$ cat config.mk
export PLATFORM = sky130hd
export DESIGN_NAME = bounded_ordered_list_engine
export DESIGN_NICKNAME = d
export VERILOG_FILES = /design/src/design/bole_pkg.sv /design/src/design/bole_ram.sv /design/src/design/bole_dp.sv /design/src/design/bole_ctrl.sv /design/src/design/bounded_ordered_list_engine.sv
export SDC_FILE = /design/constraint.sdc
export NUM_CORES = 1
export LEC_CHECK = 0
export BUFFER_PORTS_ARGS = -buffer_cell sky130_fd_sc_hd__buf_2
export CAP_MARGIN = 20
export CORE_AREA = 2 2 227 229
export DETAILED_ROUTE_END_ITERATION = 10
export DIE_AREA = 0 0 229 231
export PLACE_DENSITY = 0.82
export RECOVER_POWER = 100
export SETUP_SLACK_MARGIN = 0.1
export SLEW_MARGIN = 5
export SYNTH_ARGS = -nofsm -noshare
export SYNTH_HDL_FRONTEND = slang
export SYNTH_SLANG_ARGS = --single-unit
$ cat constraint.sdc
create_clock -name clk_i -period 4.8 [get_ports clk_i]
set_input_delay 1.44 -clock clk_i [delete_from_list [all_inputs] [get_ports clk_i]]
set_output_delay 1.44 -clock clk_i [all_outputs]
set_load 0.005 [all_outputs]
$ cat src/design/bole_pkg.sv
// ----------------------------------------------------------------------------
// bole_pkg
// Shared widths, action and status codes, and controller/datapath interface
// types for the bounded ordered list engine.
// ----------------------------------------------------------------------------
package bole_pkg;

  localparam int unsigned ACT_W     = 3;
  localparam int unsigned VAL_W     = 32;
  localparam int unsigned POS_W     = 5;
  localparam int unsigned STAT_W    = 2;
  localparam int unsigned FND_W     = 4;
  localparam int unsigned CNT_OUT_W = 5;
  localparam int unsigned LIM_W     = 5;

  localparam int unsigned DEF_CAPACITY = 16;
  localparam logic [LIM_W-1:0] LIM_RESET = 5'd16;

  // actions
  localparam logic [ACT_W-1:0] ACT_INS_FRONT = 3'd0;
  localparam logic [ACT_W-1:0] ACT_INS_BACK  = 3'd1;
  localparam logic [ACT_W-1:0] ACT_INS_AT    = 3'd2;
  localparam logic [ACT_W-1:0] ACT_REM_FRONT = 3'd3;
  localparam logic [ACT_W-1:0] ACT_REM_BACK  = 3'd4;
  localparam logic [ACT_W-1:0] ACT_REM_AT    = 3'd5;
  localparam logic [ACT_W-1:0] ACT_SEARCH    = 3'd6;

  // result status
  localparam logic [STAT_W-1:0] ST_OK    = 2'd0;
  localparam logic [STAT_W-1:0] ST_FULL  = 2'd1;
  localparam logic [STAT_W-1:0] ST_EMPTY = 2'd2;
  localparam logic [STAT_W-1:0] ST_RANGE = 2'd3;

  // entry RAM read address source
  typedef enum logic [1:0] {
    RD_AT,
    RD_IDX,
    RD_PREV,
    RD_NEXT
  } rd_sel_e;

  typedef struct packed {
    logic              load_in;
    logic              idx_cnt;
    logic              idx_at;
    logic              idx_zero;
    logic              idx_inc;
    logic              idx_dec;
    logic              rd_en;
    rd_sel_e           rd_sel;
    logic              wr_en;
    logic              wr_from_ram;
    logic              cnt_inc;
    logic              cnt_dec;
    logic              take;
    logic              found;
    logic              status_load;
    logic [STAT_W-1:0] status_code;
    logic              out_load;
  } dp_cmd_t;

  typedef struct packed {
    logic [ACT_W-1:0] act;
    logic             full;
    logic             empty;
    logic             rem_bad;
    logic             at_idx;
    logic             last;
    logic             match;
  } dp_stat_t;

endpackage

$ cat src/design/bole_ram.sv
// ----------------------------------------------------------------------------
// bole_ram
// Generic single-write, single-read RAM with registered read data.
// ----------------------------------------------------------------------------
module bole_ram #(
  parameter int unsigned WIDTH = 32,
  parameter int unsigned DEPTH = 16
) (
  input  logic                     clk_i,
  input  logic                     we_i,
  input  logic [$clog2(DEPTH)-1:0] waddr_i,
  input  logic [WIDTH-1:0]         wdata_i,
  input  logic                     re_i,
  input  logic [$clog2(DEPTH)-1:0] raddr_i,
  output logic [WIDTH-1:0]         rdata_o
);

  logic [WIDTH-1:0] mem_q [DEPTH];
  logic [WIDTH-1:0] rdata_q;

  always_ff @(posedge clk_i) begin
    if (we_i) begin
      mem_q[waddr_i] <= wdata_i;
    end
    if (re_i) begin
      rdata_q <= mem_q[raddr_i];
    end
  end

  assign rdata_o = rdata_q;

endmodule

$ cat src/design/bole_dp.sv
// ----------------------------------------------------------------------------
// bole_dp
// Datapath: operand registers, entry count, walk index, capacity limit,
// entry RAM and the result register.
// ----------------------------------------------------------------------------
module bole_dp import bole_pkg::*; #(
  parameter int unsigned CAPACITY = DEF_CAPACITY
) (
  input  logic                        clk_i,
  input  logic                        rst_ni,
  input  dp_cmd_t                     cmd_i,
  output dp_stat_t                    stat_o,
  input  logic        [ACT_W-1:0]     action_i,
  input  logic signed [VAL_W-1:0]     value_i,
  input  logic        [POS_W-1:0]     position_i,
  input  logic                        cfg_we_i,
  input  logic        [LIM_W-1:0]     cfg_wdata_i,
  output logic        [STAT_W-1:0]    status_o,
  output logic signed [VAL_W-1:0]     removed_value_o,
  output logic        [FND_W-1:0]     found_position_o,
  output logic        [CNT_OUT_W-1:0] entry_count_o,
  output logic                        is_empty_flag_o,
  output logic                        is_full_flag_o
);

  localparam int unsigned IDX_W = $clog2(CAPACITY);
  localparam int unsigned CNT_W = $clog2(CAPACITY + 1);
  localparam int unsigned CMP_W = (CNT_W > POS_W) ? CNT_W : POS_W;

  logic        [ACT_W-1:0]  act_q;
  logic signed [VAL_W-1:0]  val_q;
  logic        [POS_W-1:0]  pos_q;
  logic        [CNT_W-1:0]  cnt_q, cnt_d;
  logic        [IDX_W-1:0]  idx_q, idx_d;
  logic        [LIM_W-1:0]  lim_q;
  logic        [STAT_W-1:0] status_q;
  logic signed [VAL_W-1:0]  taken_q;
  logic        [FND_W-1:0]  found_q;

  logic        [STAT_W-1:0]    out_status_q;
  logic signed [VAL_W-1:0]     out_removed_q;
  logic        [FND_W-1:0]     out_found_q;
  logic        [CNT_OUT_W-1:0] out_count_q;
  logic                        out_empty_q;
  logic                        out_full_q;

  logic [CMP_W-1:0] cnt_ext, pos_ext, idx_ext, lim_ext, cap_c, eff_lim, at_w;
  logic [IDX_W-1:0] at;
  logic [IDX_W-1:0] raddr;
  logic [VAL_W-1:0] rdata;
  logic [VAL_W-1:0] wdata;
  logic             full;

  assign cnt_ext = CMP_W'(cnt_q);
  assign pos_ext = CMP_W'(pos_q);
  assign idx_ext = CMP_W'(idx_q);
  assign lim_ext = CMP_W'(lim_q);
  assign cap_c   = CMP_W'(CAPACITY);

  // clamp the programmed limit into 1..CAPACITY
  always_comb begin
    if (lim_ext == '0) begin
      eff_lim = CMP_W'(1);
    end else if (lim_ext > cap_c) begin
      eff_lim = cap_c;
    end else begin
      eff_lim = lim_ext;
    end
  end

  assign full = (cnt_ext >= eff_lim);

  // target position of the current action
  always_comb begin
    unique case (act_q)
      ACT_INS_BACK: at_w = cnt_ext;
      ACT_INS_AT:   at_w = (pos_ext >= cnt_ext) ? cnt_ext : pos_ext;
      ACT_REM_BACK: at_w = cnt_ext - CMP_W'(1);
      ACT_REM_AT:   at_w = pos_ext;
      default:      at_w = '0;
    endcase
  end

  assign at = at_w[IDX_W-1:0];

  assign stat_o.act     = act_q;
  assign stat_o.full    = full;
  assign stat_o.empty   = (cnt_q == '0);
  assign stat_o.rem_bad = (act_q == ACT_REM_AT) && (pos_ext >= cnt_ext);
  assign stat_o.at_idx  = (idx_q == at);
  assign stat_o.last    = ((idx_ext + CMP_W'(1)) >= cnt_ext);
  assign stat_o.match   = (rdata == val_q);

  always_comb begin
    unique case (cmd_i.rd_sel)
      RD_AT:   raddr = at;
      RD_IDX:  raddr = idx_q;
      RD_PREV: raddr = idx_q - IDX_W'(1);
      RD_NEXT: raddr = idx_q + IDX_W'(1);
      default: raddr = idx_q;
    endcase
  end

  assign wdata = cmd_i.wr_from_ram ? rdata : val_q;

  bole_ram #(
    .WIDTH (VAL_W),
    .DEPTH (CAPACITY)
  ) u_store (
    .clk_i   (clk_i),
    .we_i    (cmd_i.wr_en),
    .waddr_i (idx_q),
    .wdata_i (wdata),
    .re_i    (cmd_i.rd_en),
    .raddr_i (raddr),
    .rdata_o (rdata)
  );

  always_comb begin
    cnt_d = cnt_q;
    if (cmd_i.cnt_inc) begin
      cnt_d = cnt_q + CNT_W'(1);
    end else if (cmd_i.cnt_dec) begin
      cnt_d = cnt_q - CNT_W'(1);
    end
  end

  always_comb begin
    idx_d = idx_q;
    priority if (cmd_i.idx_cnt) begin
      idx_d = cnt_ext[IDX_W-1:0];
    end else if (cmd_i.idx_at) begin
      idx_d = at;
    end else if (cmd_i.idx_zero) begin
      idx_d = '0;
    end else if (cmd_i.idx_inc) begin
      idx_d = idx_q + IDX_W'(1);
    end else if (cmd_i.idx_dec) begin
      idx_d = idx_q - IDX_W'(1);
    end else begin
      idx_d = idx_q;
    end
  end

  always_ff @(posedge clk_i or negedge rst_ni) begin
    if (!rst_ni) begin
      cnt_q <= '0;
      idx_q <= '0;
      lim_q <= LIM_RESET;
    end else begin
      cnt_q <= cnt_d;
      idx_q <= idx_d;
      if (cfg_we_i) begin
        lim_q <= cfg_wdata_i;
      end
    end
  end

  always_ff @(posedge clk_i) begin
    if (cmd_i.load_in) begin
      act_q    <= action_i;
      val_q    <= value_i;
      pos_q    <= position_i;
      status_q <= ST_OK;
      taken_q  <= '0;
      found_q  <= '0;
    end else begin
      if (cmd_i.status_load) begin
        status_q <= cmd_i.status_code;
      end
      if (cmd_i.take) begin
        taken_q <= rdata;
      end
      if (cmd_i.found) begin
        found_q <= idx_ext[FND_W-1:0];
      end
    end
    if (cmd_i.out_load) begin
      out_status_q  <= status_q;
      out_removed_q <= taken_q;
      out_found_q   <= found_q;
      out_count_q   <= cnt_ext[CNT_OUT_W-1:0];
      out_empty_q   <= (cnt_q == '0);
      out_full_q    <= full;
    end
  end

  assign status_o         = out_status_q;
  assign removed_value_o  = out_removed_q;
  assign found_position_o = out_found_q;
  assign entry_count_o    = out_count_q;
  assign is_empty_flag_o  = out_empty_q;
  assign is_full_flag_o   = out_full_q;

`ifndef SYNTH
  a_cnt_no_overflow : assert property (@(posedge clk_i) disable iff (!rst_ni)
    cmd_i.cnt_inc |-> (cnt_ext < cap_c))
    else $error("entry count grows past capacity");

  a_cnt_one_way : assert property (@(posedge clk_i) disable iff (!rst_ni)
    !(cmd_i.cnt_inc && cmd_i.cnt_dec))
    else $error("entry count told to grow and shrink at once");

  a_write_in_list : assert property (@(posedge clk_i) disable iff (!rst_ni)
    cmd_i.wr_en |-> (idx_ext <= cnt_ext))
    else $error("entry write beyond the list tail");
`endif

endmodule

$ cat src/design/bole_ctrl.sv
// ----------------------------------------------------------------------------
// bole_ctrl
// Controller: sequences each action through the entry RAM one entry at a
// time and owns the input and output handshakes.
// ----------------------------------------------------------------------------
module bole_ctrl import bole_pkg::*; (
  input  logic     clk_i,
  input  logic     rst_ni,
  input  logic     in_valid_i,
  output logic     in_stall_o,
  output logic     out_valid_o,
  input  logic     out_stall_i,
  input  dp_stat_t stat_i,
  output dp_cmd_t  cmd_o
);

  localparam logic [3:0] S_IDLE     = 4'd0;
  localparam logic [3:0] S_DISP     = 4'd1;
  localparam logic [3:0] S_INS_CHK  = 4'd2;
  localparam logic [3:0] S_INS_MOV  = 4'd3;
  localparam logic [3:0] S_REM_TAKE = 4'd4;
  localparam logic [3:0] S_REM_CHK  = 4'd5;
  localparam logic [3:0] S_REM_MOV  = 4'd6;
  localparam logic [3:0] S_SRC_RD   = 4'd7;
  localparam logic [3:0] S_SRC_CMP  = 4'd8;
  localparam logic [3:0] S_FINISH   = 4'd9;

  logic [3:0] state_q, state_d;
  logic       out_valid_q, out_valid_d;
  dp_cmd_t    cmd;

  always_comb begin
    cmd     = '0;
    state_d = state_q;
    unique case (state_q)
      S_IDLE: begin
        if (in_valid_i) begin
          cmd.load_in = 1'b1;
          state_d     = S_DISP;
        end
      end
      S_DISP: begin
        unique case (stat_i.act)
          ACT_INS_FRONT, ACT_INS_BACK, ACT_INS_AT: begin
            if (stat_i.full) begin
              cmd.status_load = 1'b1;
              cmd.status_code = ST_FULL;
              state_d         = S_FINISH;
            end else begin
              cmd.idx_cnt = 1'b1;
              state_d     = S_INS_CHK;
            end
          end
          ACT_REM_FRONT, ACT_REM_BACK, ACT_REM_AT: begin
            priority if (stat_i.empty) begin
              cmd.status_load = 1'b1;
              cmd.status_code = ST_EMPTY;
              state_d         = S_FINISH;
            end else if (stat_i.rem_bad) begin
              cmd.status_load = 1'b1;
              cmd.status_code = ST_RANGE;
              state_d         = S_FINISH;
            end else begin
              cmd.idx_at = 1'b1;
              cmd.rd_en  = 1'b1;
              cmd.rd_sel = RD_AT;
              state_d    = S_REM_TAKE;
            end
          end
          ACT_SEARCH: begin
            cmd.status_load = 1'b1;
            if (stat_i.empty) begin
              cmd.status_code = ST_EMPTY;
              state_d         = S_FINISH;
            end else begin
              cmd.status_code = ST_RANGE;
              cmd.idx_zero    = 1'b1;
              state_d         = S_SRC_RD;
            end
          end
          default: state_d = S_FINISH;
        endcase
      end
      S_INS_CHK: begin
        if (stat_i.at_idx) begin
          // drop the new word into the gap
          cmd.wr_en   = 1'b1;
          cmd.cnt_inc = 1'b1;
          state_d     = S_FINISH;
        end else begin
          cmd.rd_en  = 1'b1;
          cmd.rd_sel = RD_PREV;
          state_d    = S_INS_MOV;
        end
      end
      S_INS_MOV: begin
        cmd.wr_en       = 1'b1;
        cmd.wr_from_ram = 1'b1;
        cmd.idx_dec     = 1'b1;
        state_d         = S_INS_CHK;
      end
      S_REM_TAKE: begin
        cmd.take = 1'b1;
        state_d  = S_REM_CHK;
      end
      S_REM_CHK: begin
        if (stat_i.last) begin
          cmd.cnt_dec = 1'b1;
          state_d     = S_FINISH;
        end else begin
          cmd.rd_en  = 1'b1;
          cmd.rd_sel = RD_NEXT;
          state_d    = S_REM_MOV;
        end
      end
      S_REM_MOV: begin
        cmd.wr_en       = 1'b1;
        cmd.wr_from_ram = 1'b1;
        cmd.idx_inc     = 1'b1;
        state_d         = S_REM_CHK;
      end
      S_SRC_RD: begin
        cmd.rd_en  = 1'b1;
        cmd.rd_sel = RD_IDX;
        state_d    = S_SRC_CMP;
      end
      S_SRC_CMP: begin
        priority if (stat_i.match) begin
          cmd.found       = 1'b1;
          cmd.status_load = 1'b1;
          cmd.status_code = ST_OK;
          state_d         = S_FINISH;
        end else if (stat_i.last) begin
          state_d = S_FINISH;
        end else begin
          cmd.idx_inc = 1'b1;
          state_d     = S_SRC_RD;
        end
      end
      S_FINISH: begin
        // hold until the result register is free
        if (!out_valid_q || !out_stall_i) begin
          cmd.out_load = 1'b1;
          state_d      = S_IDLE;
        end
      end
      default: state_d = S_IDLE;
    endcase
  end

  always_comb begin
    out_valid_d = out_valid_q;
    if (out_valid_q && !out_stall_i) begin
      out_valid_d = 1'b0;
    end
    if (cmd.out_load) begin
      out_valid_d = 1'b1;
    end
  end

  always_ff @(posedge clk_i or negedge rst_ni) begin
    if (!rst_ni) begin
      state_q     <= S_IDLE;
      out_valid_q <= 1'b0;
    end else begin
      state_q     <= state_d;
      out_valid_q <= out_valid_d;
    end
  end

  assign in_stall_o  = (state_q != S_IDLE);
  assign out_valid_o = out_valid_q;
  assign cmd_o       = cmd;

`ifndef SYNTH
  a_result_from_finish : assert property (@(posedge clk_i) disable iff (!rst_ni)
    $rose(out_valid_o) |-> $past(state_q == S_FINISH))
    else $error("result word raised outside the finish step");
`endif

endmodule

$ cat src/design/bounded_ordered_list_engine.sv
// ----------------------------------------------------------------------------
// bounded_ordered_list_engine
// Bounded ordered list of signed 32-bit words with a programmable limit.
// Each input word carries one action (insert front/back/at, remove
// front/back/at, search) and yields exactly one result word with status,
// removed value, found position, entry count and empty/full flags. The
// entries live in a single-port-write RAM, and every move of an entry costs
// one RAM read and one RAM write. A new word is taken once the previous one
// has reached the result register; the result register holds its word
// while the output is stalled. The user must write the limit register
// with cfg_we_i only while no word is in flight; the block does not
// enforce this. A value of 0 acts as 1 and values above CAPACITY act as
// CAPACITY.
// ----------------------------------------------------------------------------
module bounded_ordered_list_engine import bole_pkg::*; #(
  parameter int unsigned CAPACITY = DEF_CAPACITY
) (
  input  logic                        clk_i,
  input  logic                        rst_ni,
  input  logic                        in_valid_i,
  output logic                        in_stall_o,
  input  logic        [ACT_W-1:0]     action_i,
  input  logic signed [VAL_W-1:0]     value_i,
  input  logic        [POS_W-1:0]     position_i,
  output logic                        out_valid_o,
  input  logic                        out_stall_i,
  output logic        [STAT_W-1:0]    status_o,
  output logic signed [VAL_W-1:0]     removed_value_o,
  output logic        [FND_W-1:0]     found_position_o,
  output logic        [CNT_OUT_W-1:0] entry_count_o,
  output logic                        is_empty_flag_o,
  output logic                        is_full_flag_o,
  input  logic                        cfg_we_i,
  input  logic        [LIM_W-1:0]     cfg_wdata_i
);

  dp_cmd_t  cmd;
  dp_stat_t stat;

  bole_ctrl u_ctrl (
    .clk_i       (clk_i),
    .rst_ni      (rst_ni),
    .in_valid_i  (in_valid_i),
    .in_stall_o  (in_stall_o),
    .out_valid_o (out_valid_o),
    .out_stall_i (out_stall_i),
    .stat_i      (stat),
    .cmd_o       (cmd)
  );

  bole_dp #(
    .CAPACITY (CAPACITY)
  ) u_dp (
    .clk_i            (clk_i),
    .rst_ni           (rst_ni),
    .cmd_i            (cmd),
    .stat_o           (stat),
    .action_i         (action_i),
    .value_i          (value_i),
    .position_i       (position_i),
    .cfg_we_i         (cfg_we_i),
    .cfg_wdata_i      (cfg_wdata_i),
    .status_o         (status_o),
    .removed_value_o  (removed_value_o),
    .found_position_o (found_position_o),
    .entry_count_o    (entry_count_o),
    .is_empty_flag_o  (is_empty_flag_o),
    .is_full_flag_o   (is_full_flag_o)
  );

endmodule

==> reports/metrics.csv <==
metric,value,unit
post-synthesis average cell area,16.29,um^2
Tmin final,4.561,ns
Final Power,22.32,mW
setup TNS,0,ns
GRT Total Usage,24.99,%
worst hold path type,reg2reg,
post-route insts no fill,2570,
WP data required,5.14,ns
"Hold Violations, Final",0,
drt wl/cell,26.14,um
core area,50680,um^2
max cap viols,3,
Combinational Power Share,38.6,%
GP Congestion,0.9337,
largest net degree at the start of global routing,79,
fin util,61.88,%
dpl cell area,29310,um^2
crit-path max cell delay,0.53,ns
post-route cell area,31360,um^2
Synthesis Warnings,0,
max frequency,219.3,MHz
wl on met1,25480,um
post-route ant nets,0,
crit path buf inv count,4,
residual overflow from global routing,0,
worst-margin pin slew,3.635,ns
DIE WIDTH,229,um
Post-synth EDFFs,629,
status,"complete, but fails checks",
nets@finish,1911,
final critical-path share of the clock period,95.02,%
register area share after synthesis,73.38,%
failing checks,"capacitance limit, slew limit",
drc violations,0,
unrepaired setup endpoints after global routing,false,
Longest Clk Path Bufs,3,
Cells after DPL,2439,
PortBufs,96,
Syn Nets,1757,
clock network fraction of total power,23.4,%
ys async rst share,2.770,%
FP Rows,83,
Flop pwr share,38.0,%
top sig layer,met4,
DR WL met3,6985,um
first-pass detailed-route iteration total,5,
first-pass GRT wire length,97970,um
H-tree depth,3,
Worst Clk Skew,0.02567,ns
crit-path cells,"inv_1, ha_1, nand4_1, o22a_1, a32o_1, or3_1, and4b_4, a211o_1, a211oi_4, clkbuf_16, buf_8, buf_12, mux2i_1, o22ai_1, or4_1",
# IOs,97,
Hold Buf Count CTS,0,
count of clock tree sinks,686,
layout cells sized above 1,13.39,%
Vias,16122,
maximum VDD drop,0.4110,mV
pwr/cell area,711.9,nW/um^2
max_slew headroom,-142.3,%
Synth Cell Area,27430,um^2
critical path type,reg2reg,
leakage,11.59,nW
Slew Limit Fails,157,
arrival time worst endpoint,4.90,ns
"Max FO, Critical Path",16,
Final setup viols,0,
HPWL after DPL,36030,um
"CTS clk-pin slew, worst paths",0.06,ns
antenna diode count,0,
die area,52900,um^2
"Slowest-stage cell, CP",or4_1,
Setup WS post-layout,0.2390,ns
hold slack final,0.4285,ns
clk_lat worst skew,0.61,ns
Unique masters post-synth,62,
cts bufs inserted,68,
metal2 WL,31990,um
area grow syn2layout,14.33,%
cell-internal power,14.53,mW
crit start category,flip-flop,
Die Y-Extent,231,um
WL final,67180,um
TritonCTS clock tree,yes,
DR iter-0 viols,1948,
Cells after Synth,1684,
P_sw,7.794,mW
endpoint class of the critical path,flip-flop,
Synth Flop Type,edfxtp_1,
Crit path max-delay family,compound AO/OA/AOI/OAI gates,
Initial Util,54.12,%
initial antenna violation count,0,
Post-Place Setup Slack,0.3328,ns
vias in the first global route,16078,
vias per inst,6.273,
"flops & latches, synth",686,
switching part of the total,34.91,%
root buf cell,clkbuf_16,
cell usage after synthesis (22+ instances only):
cell / n / area share (%)
mux2_2: 37 / 1.5
a21oi_1: 47 / 0.86
buf_2: 37 / 0.68
dfxtp_1: 38 / 2.8
o21ai_0: 22 / 0.40
nand2_1: 104 / 1.4
or4_1: 32 / 0.88
o22ai_1: 133 / 3.0
clkbuf_1: 28 / 0.38
ha_1: 23 / 1.0
xnor2_1: 41 / 1.3
edfxtp_1: 629 / 69
nor2_1: 50 / 0.68
mux2i_1: 262 / 9.6
worst register-to-register path, delay by kind of cell, from the launching register on:
family / cells / cell delay [ns]
AND/OR/NAND/NOR: 4 / 1.22
multiplexers: 1 / 0.25
buffers and inverters: 4 / 0.76
flip-flops: 1 / 0.37
adder cells (fa/ha/maj): 1 / 0.38
AO/OA/AOI/OAI: 5 / 1.32
cells in the final DEF, fill, tap and decap left out, types with 22 or more instances in the layout:
cell and instances:
a21oi_1 45, buf_2 61, buf_4 25, clkbuf_1 65
clkbuf_16 72, dfxtp_1 38, edfxtp_1 629, ha_1 23
mux2_1 32, mux2i_1 262, nand2_1 104, nor2_1 40
o21ai_0 22, o22ai_1 133, or4_1 32, xnor2_1 41
power groups by stage:
stage               Clock (mW)  Combinational [mW]  Sequential (mW)
floorplan                    0                5.88             8.37
global placement             0                7.93             8.51
detailed placement           0                8.22             8.53
CTS                       5.26                8.32             8.43
global route              5.49                9.11             8.52
finish                    5.23                8.62             8.47
kinds of logic after synthesis:
| logic type | after synthesis | share of synthesized area (%) |
|---|---|---|
| XOR/XNOR | 44 | 1.405 |
| flip-flops | 686 | 73.38 |
| adder cells (fa/ha/maj) | 23 | 1.049 |
| buffers and inverters | 100 | 1.866 |
| AO/OA/AOI/OAI | 260 | 6.332 |
| multiplexers | 299 | 11.08 |
| AND/OR/NAND/NOR | 272 | 4.890 |
repair_timing:
action	in CTS	in global routing
buffers inserted	0	8
resized for setup	0	6
setup endpoints to repair	0	6
layout make-up:
class	count	area (um^2)
clock buffers	100	1936
clock inverters	22	244.0
fillers	3566	19320
inverters	18	67.56
multi-input cells	898	6980
flip-flops and latches	686	20130
well taps	680	850.8
repair buffers	166	1155
per-layer routing:
metal	vias to the layer above	GRT usage (%)
li1	6926	-
met1	7977	32.93
met2	1014	40.74
met3	205	5.274
met4	0	10.31
met5	-	0
final timing paths:
path | startpoint | to | slack [ns] | cells after the start
worst max-delay path | u_dp.cnt_ext[4]$_DFFE_PN0P_ | u_dp.u_store.rdata_o[0]$_DFFE_PP_ | 0.24 | 15
worst min-delay path | u_dp.taken_q[9]$_SDFFE_PP0P_ | u_dp.removed_value_o[9]$_DFFE_PP_ | 0.43 | 0
worst max register to register | u_dp.cnt_ext[4]$_DFFE_PN0P_ | u_dp.u_store.rdata_o[0]$_DFFE_PP_ | 0.24 | 15
worst min register to register | u_dp.taken_q[9]$_SDFFE_PP0P_ | u_dp.removed_value_o[9]$_DFFE_PP_ | 0.43 | 0
max in group asynchronous | rst_ni | u_ctrl.state_q[2]$_DFFE_PN0P_ | 3.05 | 1
min in group asynchronous | rst_ni | u_dp.cnt_ext[3]$_DFFE_PN0P_ | 1.06 | 1
sequential cells by signal (all words and copies together), names as in the netlist, 2 cells and up:
name,cells
u_dp.cnt_ext,5
u_dp.lim_ext,5
u_dp.entry_count_o,5
u_dp.found_q,4
u_dp.val_q,32
u_dp.status_o,2
u_dp.removed_value_o,32
u_dp.act_q,3
u_dp.idx_q,4
u_dp.u_store.rdata_o,32
u_dp.found_position_o,4
u_dp.u_store.mem_q,512
u_dp.pos_ext,5
u_ctrl.state_q,4
u_dp.taken_q,32
u_dp.status_q,2
Power figures use the tool's default switching activity.
